**config.mk**
```make
export PLATFORM = sky130hd
export DESIGN_NAME = gtpu_header_parser_unit
export DESIGN_NICKNAME = d
export VERILOG_FILES = /design/src/rtl/gtpu_pkg.sv /design/src/rtl/gtpu_header_parser_unit.sv
export VERILOG_INCLUDE_DIRS = /design/src /design/src/rtl
export SDC_FILE = /design/constraint.sdc
export NUM_CORES = 1
export LEC_CHECK = 0
export BUFFER_PORTS_ARGS = -buffer_cell sky130_fd_sc_hd__buf_4
export CORE_MARGIN = 2
export CORE_UTILIZATION = 45
export DETAILED_ROUTE_END_ITERATION = 12
export PLACE_DENSITY_LB_ADDON = 0.25
export SLEW_MARGIN = 20
export SYNTH_ARGS = -nofsm -noshare
export SYNTH_HDL_FRONTEND = slang
export SYNTH_SLANG_ARGS = --single-unit
```
**constraint.sdc**
```tcl
create_clock -name clk -period 6.3 [get_ports clk]
set_input_delay 0.945 -clock clk [delete_from_list [all_inputs] [get_ports clk]]
set_output_delay 0.945 -clock clk [all_outputs]
set_load 0.02 [all_outputs]
```
**src/rtl/gtpu_header_parser_unit_macros.svh**
```systemverilog
// assertion macros for the gtp-u header parser
// used by the top level, which includes this file inside its module body
`ifndef GTPU_HEADER_PARSER_UNIT_MACROS_SVH
`define GTPU_HEADER_PARSER_UNIT_MACROS_SVH

// same-cycle implication, disabled while reset is asserted
`define GTPU_ASSERT_IMP(label, clk, rst_n, ante, cons) \
	label: assert property (@(posedge clk) disable iff (!rst_n) (ante) |-> (cons)) \
		else $error("gtpu assertion failed");

// next-cycle implication, disabled while reset is asserted
`define GTPU_ASSERT_NXT(label, clk, rst_n, ante, cons) \
	label: assert property (@(posedge clk) disable iff (!rst_n) (ante) |=> (cons)) \
		else $error("gtpu assertion failed");

`endif

```
**src/rtl/gtpu_pkg.sv**
```systemverilog
// shared types and constants for the gtp-u header parser
// no dependencies
`timescale 1ns / 1ps
`default_nettype none

package gtpu_pkg;

	// default width of the byte counter and header end pointer
	localparam int COUNT_BITS_DEF = 17;

	// fixed field widths
	localparam int BYTE_W   = 8;
	localparam int STATUS_W = 3;
	localparam int DLEN_W   = 16;
	localparam int TEID_W   = 32;
	localparam int HLEN_W   = 17;

	// header layout
	localparam int HDR_BASE_LEN = 8;
	localparam int HDR_OPT_LEN  = 12;
	localparam int LAST_FIXED   = 7;

	// flags byte masks
	localparam logic [7:0] VER_PT_MASK = 8'hf0;
	localparam logic [7:0] VER_PT_GTPU = 8'h30;
	localparam logic [7:0] FLAG_E      = 8'h04;
	localparam logic [7:0] FLAG_S      = 8'h02;
	localparam logic [7:0] FLAG_PN     = 8'h01;

	typedef logic [STATUS_W-1:0] status_t;

	localparam status_t ST_OK        = 3'd0;
	localparam status_t ST_SHORT     = 3'd1;
	localparam status_t ST_BAD_VER   = 3'd2;
	localparam status_t ST_LEN_MISM  = 3'd3;
	localparam status_t ST_OVERRUN   = 3'd4;
	localparam status_t ST_ZERO_EXT  = 3'd5;

endpackage

`default_nettype wire

```
**src/rtl/gtpu_header_parser_unit.sv**
```systemverilog
// gtp-u header parser top level: byte stream in, one result per packet out
// depends on gtpu_pkg and gtpu_header_parser_unit_macros.svh
`timescale 1ns / 1ps
`default_nettype none

// usage
// s_axis carries one packet byte per transaction in tdata, tlast on the final
// byte. m_axis carries one result per packet: tuser holds the status, tdata
// the captured header fields and the total header length (0 on error).
// an accepted byte is held in an input register; from there the parser state
// is updated and, for a final byte, the result register is loaded, which
// drives the result on m_axis.
// while s_axis_tready is high one byte is taken every cycle; the rate is set by
// the single pass through the extension length add and the header end compare
// in the parse stage. while a result waits on m_axis, further bytes of the next
// packet are still taken; only a second final byte waits in the input register,
// and then s_axis_tready falls until the pending result is taken.
// arst_n clears the input and result valid flags and returns the parser to
// the start of a packet; after a final byte the parser returns there too.
// byte and header end counters saturate at 2^COUNT_BITS - 1.

module gtpu_header_parser_unit #(
	parameter int COUNT_BITS = gtpu_pkg::COUNT_BITS_DEF
) (
	input  wire logic        clk,
	input  wire logic        arst_n,
	// input byte stream
	input  wire logic        s_axis_tvalid,
	output logic             s_axis_tready,
	input  wire logic [7:0]  s_axis_tdata,   // [7:0] data_byte
	input  wire logic        s_axis_tlast,   // last_byte
	// result stream
	output logic             m_axis_tvalid,
	input  wire logic        m_axis_tready,
	output logic [87:0]      m_axis_tdata,   // [7:0] flags_byte, [15:8] message_type,
	                                         // [31:16] declared_length, [63:32] tunnel_id,
	                                         // [80:64] header_length, [87:81] zero
	output gtpu_pkg::status_t m_axis_tuser   // [2:0] status
);

	import gtpu_pkg::*;

	`include "gtpu_header_parser_unit_macros.svh"

	localparam int CW = COUNT_BITS;
	localparam int LW = COUNT_BITS + 1;
	localparam logic [CW-1:0] COUNT_MAX = {CW{1'b1}};

	// input register
	logic              valid_s1;
	logic [BYTE_W-1:0] byte_s1;
	logic              last_s1;
	logic              advance;

	// parser state
	logic [CW-1:0]     byte_idx_q;
	logic [63:0]       hdr_words_q;
	logic [CW-1:0]     hdr_end_q;
	logic              chain_open_q;
	logic [BYTE_W-1:0] next_type_q;
	logic              zero_ext_q;

	// result register
	logic              out_valid_q;
	status_t           status_q;
	logic [7:0]        flags_q;
	logic [7:0]        msg_type_q;
	logic [DLEN_W-1:0] dlen_q;
	logic [TEID_W-1:0] teid_q;
	logic [HLEN_W-1:0] hlen_q;

	// next-state values of the parse stage
	logic [63:0]       hdr_words_n;
	logic [CW-1:0]     hdr_end_n;
	logic              chain_open_n;
	logic [BYTE_W-1:0] next_type_n;
	logic              zero_ext_n;
	logic [LW-1:0]     idx_plus1;
	logic [LW-1:0]     ext_end;
	status_t           status_n;
	logic [7:0]        fl_n;
	logic [7:0]        mt_n;
	logic [DLEN_W-1:0] dl_n;
	logic [TEID_W-1:0] te_n;

	// handshake: parse stage moves unless a final byte meets an untaken full result
	assign advance       = valid_s1 && (!last_s1 || !out_valid_q || m_axis_tready);
	assign s_axis_tready = !valid_s1 || advance;

	always_ff @(posedge clk or negedge arst_n) begin
		if (!arst_n) begin
			valid_s1 <= 1'b0;
		end else if (s_axis_tready) begin
			valid_s1 <= s_axis_tvalid;
		end
	end

	// input payload
	always_ff @(posedge clk) begin
		if (s_axis_tvalid && s_axis_tready) begin
			byte_s1 <= s_axis_tdata;
			last_s1 <= s_axis_tlast;
		end
	end

	// parse step for the byte in the input register
	always_comb begin
		idx_plus1    = {1'b0, byte_idx_q} + LW'(1);
		ext_end      = {1'b0, hdr_end_q} + LW'({byte_s1, 2'b00});
		hdr_words_n  = hdr_words_q;
		hdr_end_n    = hdr_end_q;
		chain_open_n = chain_open_q;
		next_type_n  = next_type_q;
		zero_ext_n   = zero_ext_q;
		if (byte_idx_q < CW'(HDR_BASE_LEN)) begin
			hdr_words_n = {hdr_words_q[55:0], byte_s1};
		end
		if (byte_idx_q == CW'(LAST_FIXED)) begin
			hdr_end_n    = ((hdr_words_n[63:56] & (FLAG_E | FLAG_S | FLAG_PN)) != 8'h00)
				? CW'(HDR_OPT_LEN) : CW'(HDR_BASE_LEN);
			chain_open_n = (hdr_words_n[63:56] & FLAG_E) != 8'h00;
			next_type_n  = '0;
		end else if (byte_idx_q >= CW'(HDR_BASE_LEN) && byte_idx_q < COUNT_MAX
				&& chain_open_q) begin
			if (next_type_q == '0) begin
				// next-type byte closes the previous part
				if (idx_plus1 == {1'b0, hdr_end_q}) begin
					if (byte_s1 == '0) begin
						chain_open_n = 1'b0;
					end else begin
						next_type_n = byte_s1;
					end
				end
			end else if (byte_idx_q == hdr_end_q) begin
				// extension length byte in 4-byte units
				if (byte_s1 == '0) begin
					zero_ext_n   = 1'b1;
					chain_open_n = 1'b0;
				end else begin
					hdr_end_n   = (ext_end > {1'b0, COUNT_MAX}) ? COUNT_MAX : ext_end[CW-1:0];
					next_type_n = '0;
				end
			end
		end
	end

	// result fields and status priority
	always_comb begin
		fl_n = hdr_words_n[63:56];
		mt_n = hdr_words_n[55:48];
		dl_n = hdr_words_n[47:32];
		te_n = hdr_words_n[31:0];
		priority if (idx_plus1 < LW'(HDR_BASE_LEN)) begin
			status_n = ST_SHORT;
		end else if ((fl_n & VER_PT_MASK) != VER_PT_GTPU) begin
			status_n = ST_BAD_VER;
		end else if ((LW'(dl_n) + LW'(HDR_BASE_LEN)) != idx_plus1) begin
			status_n = ST_LEN_MISM;
		end else if (zero_ext_n) begin
			status_n = ST_ZERO_EXT;
		end else if ({1'b0, hdr_end_n} >= idx_plus1) begin
			status_n = ST_OVERRUN;
		end else begin
			status_n = ST_OK;
		end
	end

	// parser state, back to packet start after a final byte
	always_ff @(posedge clk or negedge arst_n) begin
		if (!arst_n) begin
			byte_idx_q   <= '0;
			hdr_words_q  <= '0;
			hdr_end_q    <= CW'(HDR_BASE_LEN);
			chain_open_q <= 1'b0;
			next_type_q  <= '0;
			zero_ext_q   <= 1'b0;
		end else if (advance) begin
			if (last_s1) begin
				byte_idx_q   <= '0;
				hdr_words_q  <= '0;
				hdr_end_q    <= CW'(HDR_BASE_LEN);
				chain_open_q <= 1'b0;
				next_type_q  <= '0;
				zero_ext_q   <= 1'b0;
			end else begin
				if (byte_idx_q < COUNT_MAX) begin
					byte_idx_q <= byte_idx_q + CW'(1);
				end
				hdr_words_q  <= hdr_words_n;
				hdr_end_q    <= hdr_end_n;
				chain_open_q <= chain_open_n;
				next_type_q  <= next_type_n;
				zero_ext_q   <= zero_ext_n;
			end
		end
	end

	// result valid
	always_ff @(posedge clk or negedge arst_n) begin
		if (!arst_n) begin
			out_valid_q <= 1'b0;
		end else if (advance && last_s1) begin
			out_valid_q <= 1'b1;
		end else if (m_axis_tready) begin
			out_valid_q <= 1'b0;
		end
	end

	// result payload
	always_ff @(posedge clk) begin
		if (advance && last_s1) begin
			status_q <= status_n;
			if (status_n == ST_SHORT) begin
				flags_q    <= '0;
				msg_type_q <= '0;
				dlen_q     <= '0;
				teid_q     <= '0;
			end else begin
				flags_q    <= fl_n;
				msg_type_q <= mt_n;
				dlen_q     <= dl_n;
				teid_q     <= te_n;
			end
			hlen_q <= (status_n == ST_OK) ? hdr_end_n[HLEN_W-1:0] : '0;
		end
	end

	assign m_axis_tvalid = out_valid_q;
	assign m_axis_tuser  = status_q;
	assign m_axis_tdata  = {7'd0, hlen_q, teid_q, dlen_q, msg_type_q, flags_q};

	// checks
	`GTPU_ASSERT_IMP(a_ok_len, clk, arst_n, m_axis_tvalid && m_axis_tuser == ST_OK,
		hlen_q >= HLEN_W'(HDR_BASE_LEN) && hlen_q < HLEN_W'(dlen_q) + HLEN_W'(HDR_BASE_LEN))
	`GTPU_ASSERT_IMP(a_err_len, clk, arst_n, m_axis_tvalid && m_axis_tuser != ST_OK,
		hlen_q == '0)
	`GTPU_ASSERT_NXT(a_stall, clk, arst_n,
		valid_s1 && last_s1 && out_valid_q && !m_axis_tready, valid_s1 && last_s1 && out_valid_q)

endmodule

`default_nettype wire

```
=== Yosys cells after proc, flatten, opt, wreduce, memory -nomap -nowiden ===
Index checks and enable logic that the tools add are counted.

* Bits in registers: 203
* Bits of input ports: 13
* Word-level logic and storage cells: 96

* Add/subtract/negate cells: 4
* Equality and inequality tests: 8
* Multiplexer cells: 40
* $lt $le $gt $ge: 6
* Reductions and logical operators: 22

{| class="wikitable"
|+ Operators with widths
! operator !! number
|-
| 17-bit two-way mux || 9
|-
| 64-bit two-way mux || 2
|-
| 8-bit two-way mux || 8
|-
| 17-bit by 1-bit adder with 18-bit output, second input constant || 1
|-
| 17-bit by 10-bit adder with 18-bit output || 1
|-
| 18-bit by 17-bit equality test with 1-bit output || 1
|-
| 17-bit by 18-bit >= comparator with 1-bit output || 1
|-
| 18-bit by 17-bit > comparator with 1-bit output, second input constant || 1
|-
| 18-bit by 4-bit < comparator with 1-bit output, second input constant || 1
|-
| 3-bit two-way mux || 6
|-
| 17-bit by 18-bit != test with 1-bit output || 1
|-
| 16-bit by 4-bit adder with 17-bit output, second input constant || 1
|-
| 17-bit by 1-bit adder with 17-bit output, second input constant || 1
|-
| 17-bit equality test || 1
|-
| 17-bit by 3-bit equality test with 1-bit output, second input constant || 1
|-
| 17-bit by 4-bit >= comparator with 1-bit output, second input constant || 1
|-
| 17-bit < comparator, second input constant || 1
|-
| 17-bit by 4-bit < comparator with 1-bit output, second input constant || 1
|-
| 8-bit zero test || 2
|-
| 1-bit two-way mux || 15
|-
| 8-bit nonzero test || 1
|-
| 1-bit logical AND || 5
|-
| 5-bit AND reduction || 1
|-
| 4-bit by 2-bit != test with 1-bit output, second input constant || 1
|-
| 11 further kinds || 16
|}

=== Depth between registers and ports, before layout ===
* Depth in word-level cells: 15
* Gate-level depth with buffers: 23
* Gate-level depth less buffers: 22

=== Least setup slack after synthesis ===
Ideal clock, no wire load.

* Kind: register to register
* From: reg hdr_end_q[3]
* To: reg hlen_q[10], data pin
* Arrival time: 3.975 ns
* Path slack: 2.062 ns
* Stages on the path, launching flop included: 24
* Buffers on the path: 2
* Period minus slack after synthesis: 4.238 ns
* Data required time: 6.036 ns
* Setup time: 0.264 ns
* Path through: dfstp_2 -> ha_1 -> a211oi_1 -> nor2_1 -> o31ai_1 -> a21oi_1 -> nor2_1 -> or3_1 -> buf_1 -> nand2_1 -> o22ai_1 -> a21oi_1 -> ha_1 -> nand2_1 -> o21ai_0 -> a21oi_1 -> o21ai_0 -> a41oi_1 -> o31ai_1 -> a21o_1 -> nand2_1 -> nand4b_4 -> buf_6 -> nor2_2

* Word-level cells in the longest chain between the ends: 15

{| class="wikitable"
|+ RTL lines
! what !! RTL line !! source
|-
| start, declared || gtpu_header_parser_unit.sv:58 || <nowiki>logic [CW-1:0] hdr_end_q;</nowiki>
|-
| start signal, assigned || gtpu_header_parser_unit.sv:173 || <nowiki>hdr_end_q <= CW'(HDR_BASE_LEN);</nowiki>
|-
| start signal, assigned || gtpu_header_parser_unit.sv:181 || <nowiki>hdr_end_q <= CW'(HDR_BASE_LEN);</nowiki>
|-
| start signal, assigned || gtpu_header_parser_unit.sv:190 || <nowiki>hdr_end_q <= hdr_end_n;</nowiki>
|-
| 17-bit by 10-bit adder with 18-bit output || gtpu_header_parser_unit.sv:109 || <nowiki>ext_end = {1'b0, hdr_end_q} + LW'({byte_s1, 2'b00});</nowiki>
|-
| 18-bit by 17-bit > comparator with 1-bit output || gtpu_header_parser_unit.sv:140 || <nowiki>hdr_end_n = (ext_end > {1'b0, COUNT_MAX}) ? COUNT_MAX : ext_end[CW-1:0];</nowiki>
|-
| 17-bit two-way mux || gtpu_header_parser_unit.sv:140 ||
|-
| 17-bit two-way mux || gtpu_header_parser_unit.sv:136 || <nowiki>if (byte_s1 == '0) begin</nowiki>
|-
| 17-bit two-way mux (*) || gtpu_header_parser_unit.sv:134 || <nowiki>end else if (byte_idx_q == hdr_end_q) begin</nowiki>
|-
| 17-bit two-way mux (*) || gtpu_header_parser_unit.sv:125 || <nowiki>if (next_type_q == '0) begin</nowiki>
|-
| 17-bit two-way mux (*) || gtpu_header_parser_unit.sv:123 || <nowiki>end else if (byte_idx_q >= CW'(HDR_BASE_LEN) && byte_idx_q < COUNT_MAX</nowiki>
|-
| 17-bit two-way mux (*) || gtpu_header_parser_unit.sv:118 || <nowiki>if (byte_idx_q == CW'(LAST_FIXED)) begin</nowiki>
|-
| via hdr_end_n[2] || gtpu_header_parser_unit.sv:74 || <nowiki>logic [CW-1:0] hdr_end_n;</nowiki>
|-
| 17-bit by 18-bit >= comparator with 1-bit output (*) || gtpu_header_parser_unit.sv:161 || <nowiki>end else if ({1'b0, hdr_end_n} >= idx_plus1) begin</nowiki>
|-
| 3-bit two-way mux (*) || gtpu_header_parser_unit.sv:161 ||
|-
| 3-bit two-way mux (*) || gtpu_header_parser_unit.sv:159 || <nowiki>end else if (zero_ext_n) begin</nowiki>
|-
| 3-bit two-way mux (*) || gtpu_header_parser_unit.sv:157 || <nowiki>end else if ((LW'(dl_n) + LW'(HDR_BASE_LEN)) != idx_plus1) begin</nowiki>
|-
| 3-bit two-way mux (*) || gtpu_header_parser_unit.sv:155 || <nowiki>end else if ((fl_n & VER_PT_MASK) != VER_PT_GTPU) begin</nowiki>
|-
| 3-bit two-way mux (*) || gtpu_header_parser_unit.sv:153 || <nowiki>priority if (idx_plus1 < LW'(HDR_BASE_LEN)) begin</nowiki>
|-
| 3-bit zero test (*) || gtpu_header_parser_unit.sv:224 || <nowiki>hlen_q <= (status_n == ST_OK) ? hdr_end_n[HLEN_W-1:0] : '0;</nowiki>
|-
| end signal, assigned || gtpu_header_parser_unit.sv:224 ||
|-
| end, declared || gtpu_header_parser_unit.sv:70 || <nowiki>logic [HLEN_W-1:0] hlen_q;</nowiki>
|}

Mark *: on every way through the listed nets, which the timed path passes. The rest lies on a longest branch.
A chain may end at the register's enable or synchronous reset.

=== Worst setup path in the final report ===
* From: reg byte_idx_q[4]
* To: reg hlen_q[16], data pin

* Word-level cells in the longest chain between the ends: 12

{| class="wikitable"
|+ RTL lines
! what !! RTL line !! source
|-
| start, declared || gtpu_header_parser_unit.sv:56 || <nowiki>logic [CW-1:0] byte_idx_q;</nowiki>
|-
| start signal, assigned || gtpu_header_parser_unit.sv:187 || <nowiki>byte_idx_q <= byte_idx_q + CW'(1);</nowiki>
|-
| 17-bit by 4-bit >= comparator with 1-bit output (tied with other cells) || gtpu_header_parser_unit.sv:123 ||
|-
| 1-bit logical AND or 17-bit two-way mux (tied branches) || gtpu_header_parser_unit.sv:123, gtpu_header_parser_unit.sv:134 ||
|-
| 1-bit logical AND or 17-bit two-way mux (tied branches) || gtpu_header_parser_unit.sv:124, gtpu_header_parser_unit.sv:125 ||
|-
| 17-bit two-way mux || gtpu_header_parser_unit.sv:123 ||
|-
| 17-bit two-way mux (*) || gtpu_header_parser_unit.sv:118 ||
|-
| via hdr_end_n[14] || gtpu_header_parser_unit.sv:74 ||
|-
| 17-bit by 18-bit >= comparator with 1-bit output (*) || gtpu_header_parser_unit.sv:161 ||
|-
| 3-bit two-way mux (*) || gtpu_header_parser_unit.sv:161 ||
|-
| 3-bit two-way mux (*) || gtpu_header_parser_unit.sv:159 ||
|-
| 3-bit two-way mux (*) || gtpu_header_parser_unit.sv:157 ||
|-
| 3-bit two-way mux (*) || gtpu_header_parser_unit.sv:155 ||
|-
| 3-bit two-way mux (*) || gtpu_header_parser_unit.sv:153 ||
|-
| 3-bit zero test (*) || gtpu_header_parser_unit.sv:224 ||
|}

Marks and branches as above.

==> results_dict.tcl <==
set metrics [dict create \
    status "finished, final reports clean" \
    die_h_um 161.0 \
    postRouteAntennaNets 0 \
    tns_ns 0 \
    crit_fanout 12 \
    clock_power_share_pct 42.4 \
    holdWs_ns 0.4940 \
    ys_async_sr_fraction_pct 54.19 \
    path_clk_slew_ns 0.06 \
    seq_area_frac_synth_pct 50.02 \
    min_period_ns 5.556 \
    cts_made_buffers 23 \
    drc 0 \
    numClockSinks 203 \
    tritoncts "yes" \
    portBuffers 98 \
    netlist_instances 1128 \
    io_pins 106 \
    total_power_mw 3.190 \
    track_usage_pct 22.69 \
    dieArea_sq_um 25910 \
    dp.cells 1493 \
    routed_wl_um 29860 \
    crit_path_top_delay_cell "nor4_1" \
    drtIter0Drc 675 \
    antenna_found_initial 0 \
    stdcell_area_sq_um 12770 \
    root_buffer "clkbuf_16" \
    start_kind "flip-flop" \
    cp_cell_sequence "xnor2_1 -> o211ai_1 -> a211oi_1 -> nand4_1 -> nor4_1 -> nand3_1 -> nor2_1 -> nand4_1 -> nand2_1 -> nor2_1 -> ha_1 -> a21oi_1 -> o21ai_0 -> a21oi_1 -> o31ai_1 -> a21o_1 -> nand2_1 -> nand4b_4 -> nor3b_1" \
    hold_class "input port to async pin" \
    clkLatencyLatePin_ns 0.54 \
    power_density_nw_per_um2 249.8 \
    path_delay_family "simple AND/OR/NAND/NOR gates" \
    rr_worst_depth 19 \
    finalHoldViolCount 0 \
    antennaDiodeCount 0 \
    critPathBufInv 0 \
    finalNonFillerCells 1535 \
    place_area_sq_um 12020 \
    cp-end-kind "flip-flop" \
    rsz0062_at_grt "no" \
    post_cts_resized 0 \
    min_period_over_period_pct 88.20 \
    pre_cts_ws_ns 0.9622 \
    htree_levels 1 \
    wl_per_cell_um 19.45 \
    reg2reg_to "hlen_q[16]$_SDFFCE_PP0P_" \
    rows 57 \
    post_cts_buffers 0 \
    viasPerCell 5.791 \
    finClkSkew_ns 0.01755 \
    cp_data_required_time_ns 6.66 \
    synth_ff_type "dfrtp_1" \
    synth_warnings 0 \
    fin_util_pct 52.67 \
    coreArea_sq_um 24250 \
    yosysTopAreaCell "edfxtp_1" \
    max_clock_freq_mhz 180.0 \
    die_x_um 161.0 \
    synth-edff-count 93 \
    comb_power_share_pct 10.1 \
    drive_gt1_share_pct 15.28 \
    synth_area_leaders "edfxtp_1 (25%), dfrtp_1 (25%), nand2_1 (6.5%), xnor2_1 (4.2%), a21oi_1 (3.9%)" \
    internal-power_mw 2.370 \
    fin_ws_ns 0.7437 \
    ys_seq_elements 203 \
    nNetsFinal 1236 \
    critPathMaxStageDelay_ns 0.76 \
    netlist_area_sq_um 11090 \
    avgSynthCellArea_sq_um 9.831 \
    finalMaxSlewViolations 0 \
    maxSlewHeadroom_pct 35.44 \
    seqPwrFrac_pct 47.5 \
    setup_viol 0 \
    grt_max_degree 70 \
    grt_pass1_wl_um 47060 \
    place_hpwl_um 20400 \
    grt_pass1_vias 8348 \
    vias 8889 \
    netSwitchingFraction_pct 25.72 \
    dr.pass1.iters 6 \
    reg2reg_setup_slack_ns 0.74 \
    timing.rr.start "byte_idx_q[4]$_DFFE_PN0P_" \
    gp_congestion 0.9501 \
    postCtsHoldBufs 0 \
    peakVddDrop_v 0.0002006 \
    synth_top_area_share_pct 25.18 \
    clk_path_buf_depth 3 \
    cp_data_arrival_time_ns 5.91 \
    ys_types 78 \
    p_sw_mw 0.8206 \
    path_class "flip-flop to flip-flop" \
    grt-ovfl-total 0 \
    start_util_pct 45.73 \
    worstMarginPinSlew_ns 0.9674 \
    max_cap_violations 0 \
    area_delta_synth_final_pct 15.16 \
    p_leak_nw 5.049 \
]
[sequential cells by signal, indices dropped and copies added (netlist names), 16 cells and up]
| name | cells |
|---|---|
| hdr_words_q | 64 |
| teid_q | 32 |
| byte_idx_q | 17 |
| hdr_end_q | 17 |
| hlen_q | 17 |
| dlen_q | 16 |
[cells by family (layout without fill, tap and decap cells)]
logic type               after synthesis  after routing  synth area share [%]
adder cells (fa/ha/maj)               29             29                 3.340
AO/OA/AOI/OAI                        297            297                 16.86
multiplexers                          13             13                 1.207
buffers and inverters                 99            176                 3.904
XOR/XNOR                              74             74                 6.104
other                                  1              7               0.03382
AND/OR/NAND/NOR                      412            412                 18.54
flip-flops                           203            203                 50.02
[layout make-up]
cell class	instances	area (sq um)
inverters	23	87.58
well taps	324	405.4
repair buffers	111	833.3
fillers	2253	11480
multi-input cells	832	5144
clock buffers	33	644.4
clock inverters	9	110.1
flip-flops and latches	203	5547
[cell usage after synthesis, types with 3 or more instances]
library cell and count:
nand3_1 28, nor2b_1 4, or4_1 3, a31oi_1 3, a211oi_1 6, buf_1 7, dfrtp_1 109, nand4_1 16
a21boi_0 27, nor2_2 10, mux2i_1 12, nand2_1 192, clkbuf_1 45, ha_1 28, a22o_1 43, or3_1 5
nor4_2 6, o21ai_0 85, nor3b_1 4, xnor2_1 53, xor2_1 19, buf_4 10, a21oi_1 86, nor3_1 14
nand2b_1 8, nand4b_1 4, o22ai_1 6, inv_1 23, buf_2 13, and2_1 6, nor2_1 69, o31ai_1 6
a21o_1 7, o211ai_1 5, and3_1 7, o21ai_1 3, nor4_1 12, edfxtp_1 93
[worst max-delay path by stage]
stage / slack, ns / from / endpoint / cells past startpoint
floorplan: 2.06 / hdr_end_q[3]$_DFFE_PN1P_ / hlen_q[10]$_SDFFCE_PP0P_ / 23
global placement: 1.08 / byte_idx_q[4]$_DFFE_PN0P_ / hlen_q[16]$_SDFFCE_PP0P_ / 19
detailed placement: 0.96 / byte_idx_q[4]$_DFFE_PN0P_ / hlen_q[16]$_SDFFCE_PP0P_ / 19
CTS: 0.92 / byte_idx_q[4]$_DFFE_PN0P_ / hlen_q[16]$_SDFFCE_PP0P_ / 19
global route: 0.36 / byte_idx_q[4]$_DFFE_PN0P_ / hlen_q[16]$_SDFFCE_PP0P_ / 19
finish: 0.74 / byte_idx_q[4]$_DFFE_PN0P_ / hlen_q[16]$_SDFFCE_PP0P_ / 19
[power by group through the flow]
stage / Sequential [mW] / Combinational [mW] / Clock, mW
4_1_cts: 1.51 / 0.326 / 1.37
3_3_place_gp: 1.54 / 0.321 / 0
5_1_grt: 1.52 / 0.354 / 1.43
3_5_place_dp: 1.54 / 0.324 / 0
6_report: 1.52 / 0.323 / 1.35
2_1_floorplan: 1.54 / 0.193 / 0
[layout by cell type (no fill, tap or decap), types with 16 or more instances in the layout]
master     count
xor2_1        19
nand3_1       28
edfxtp_1      93
xnor2_1       53
ha_1          28
nand2_1      192
dfrtp_1      109
a22o_1        43
nand4_1       16
buf_4        111
nor2_1        68
clkbuf_16     24
a21oi_1       86
a21boi_0      27
o21ai_0       85
inv_1         22
[per-layer routing]
layer | vias up | GRT usage [%] | part of all wire (%)
li1 | 4170 | - | -
met1 | 4294 | 32.39 | 44
met2 | 365 | 35.25 | 46
met3 | 60 | 3.749 | 7.2
met4 | 0 | 7.995 | 3.2
met5 | - | 0 | 0
Power figures use the tool's default switching activity.
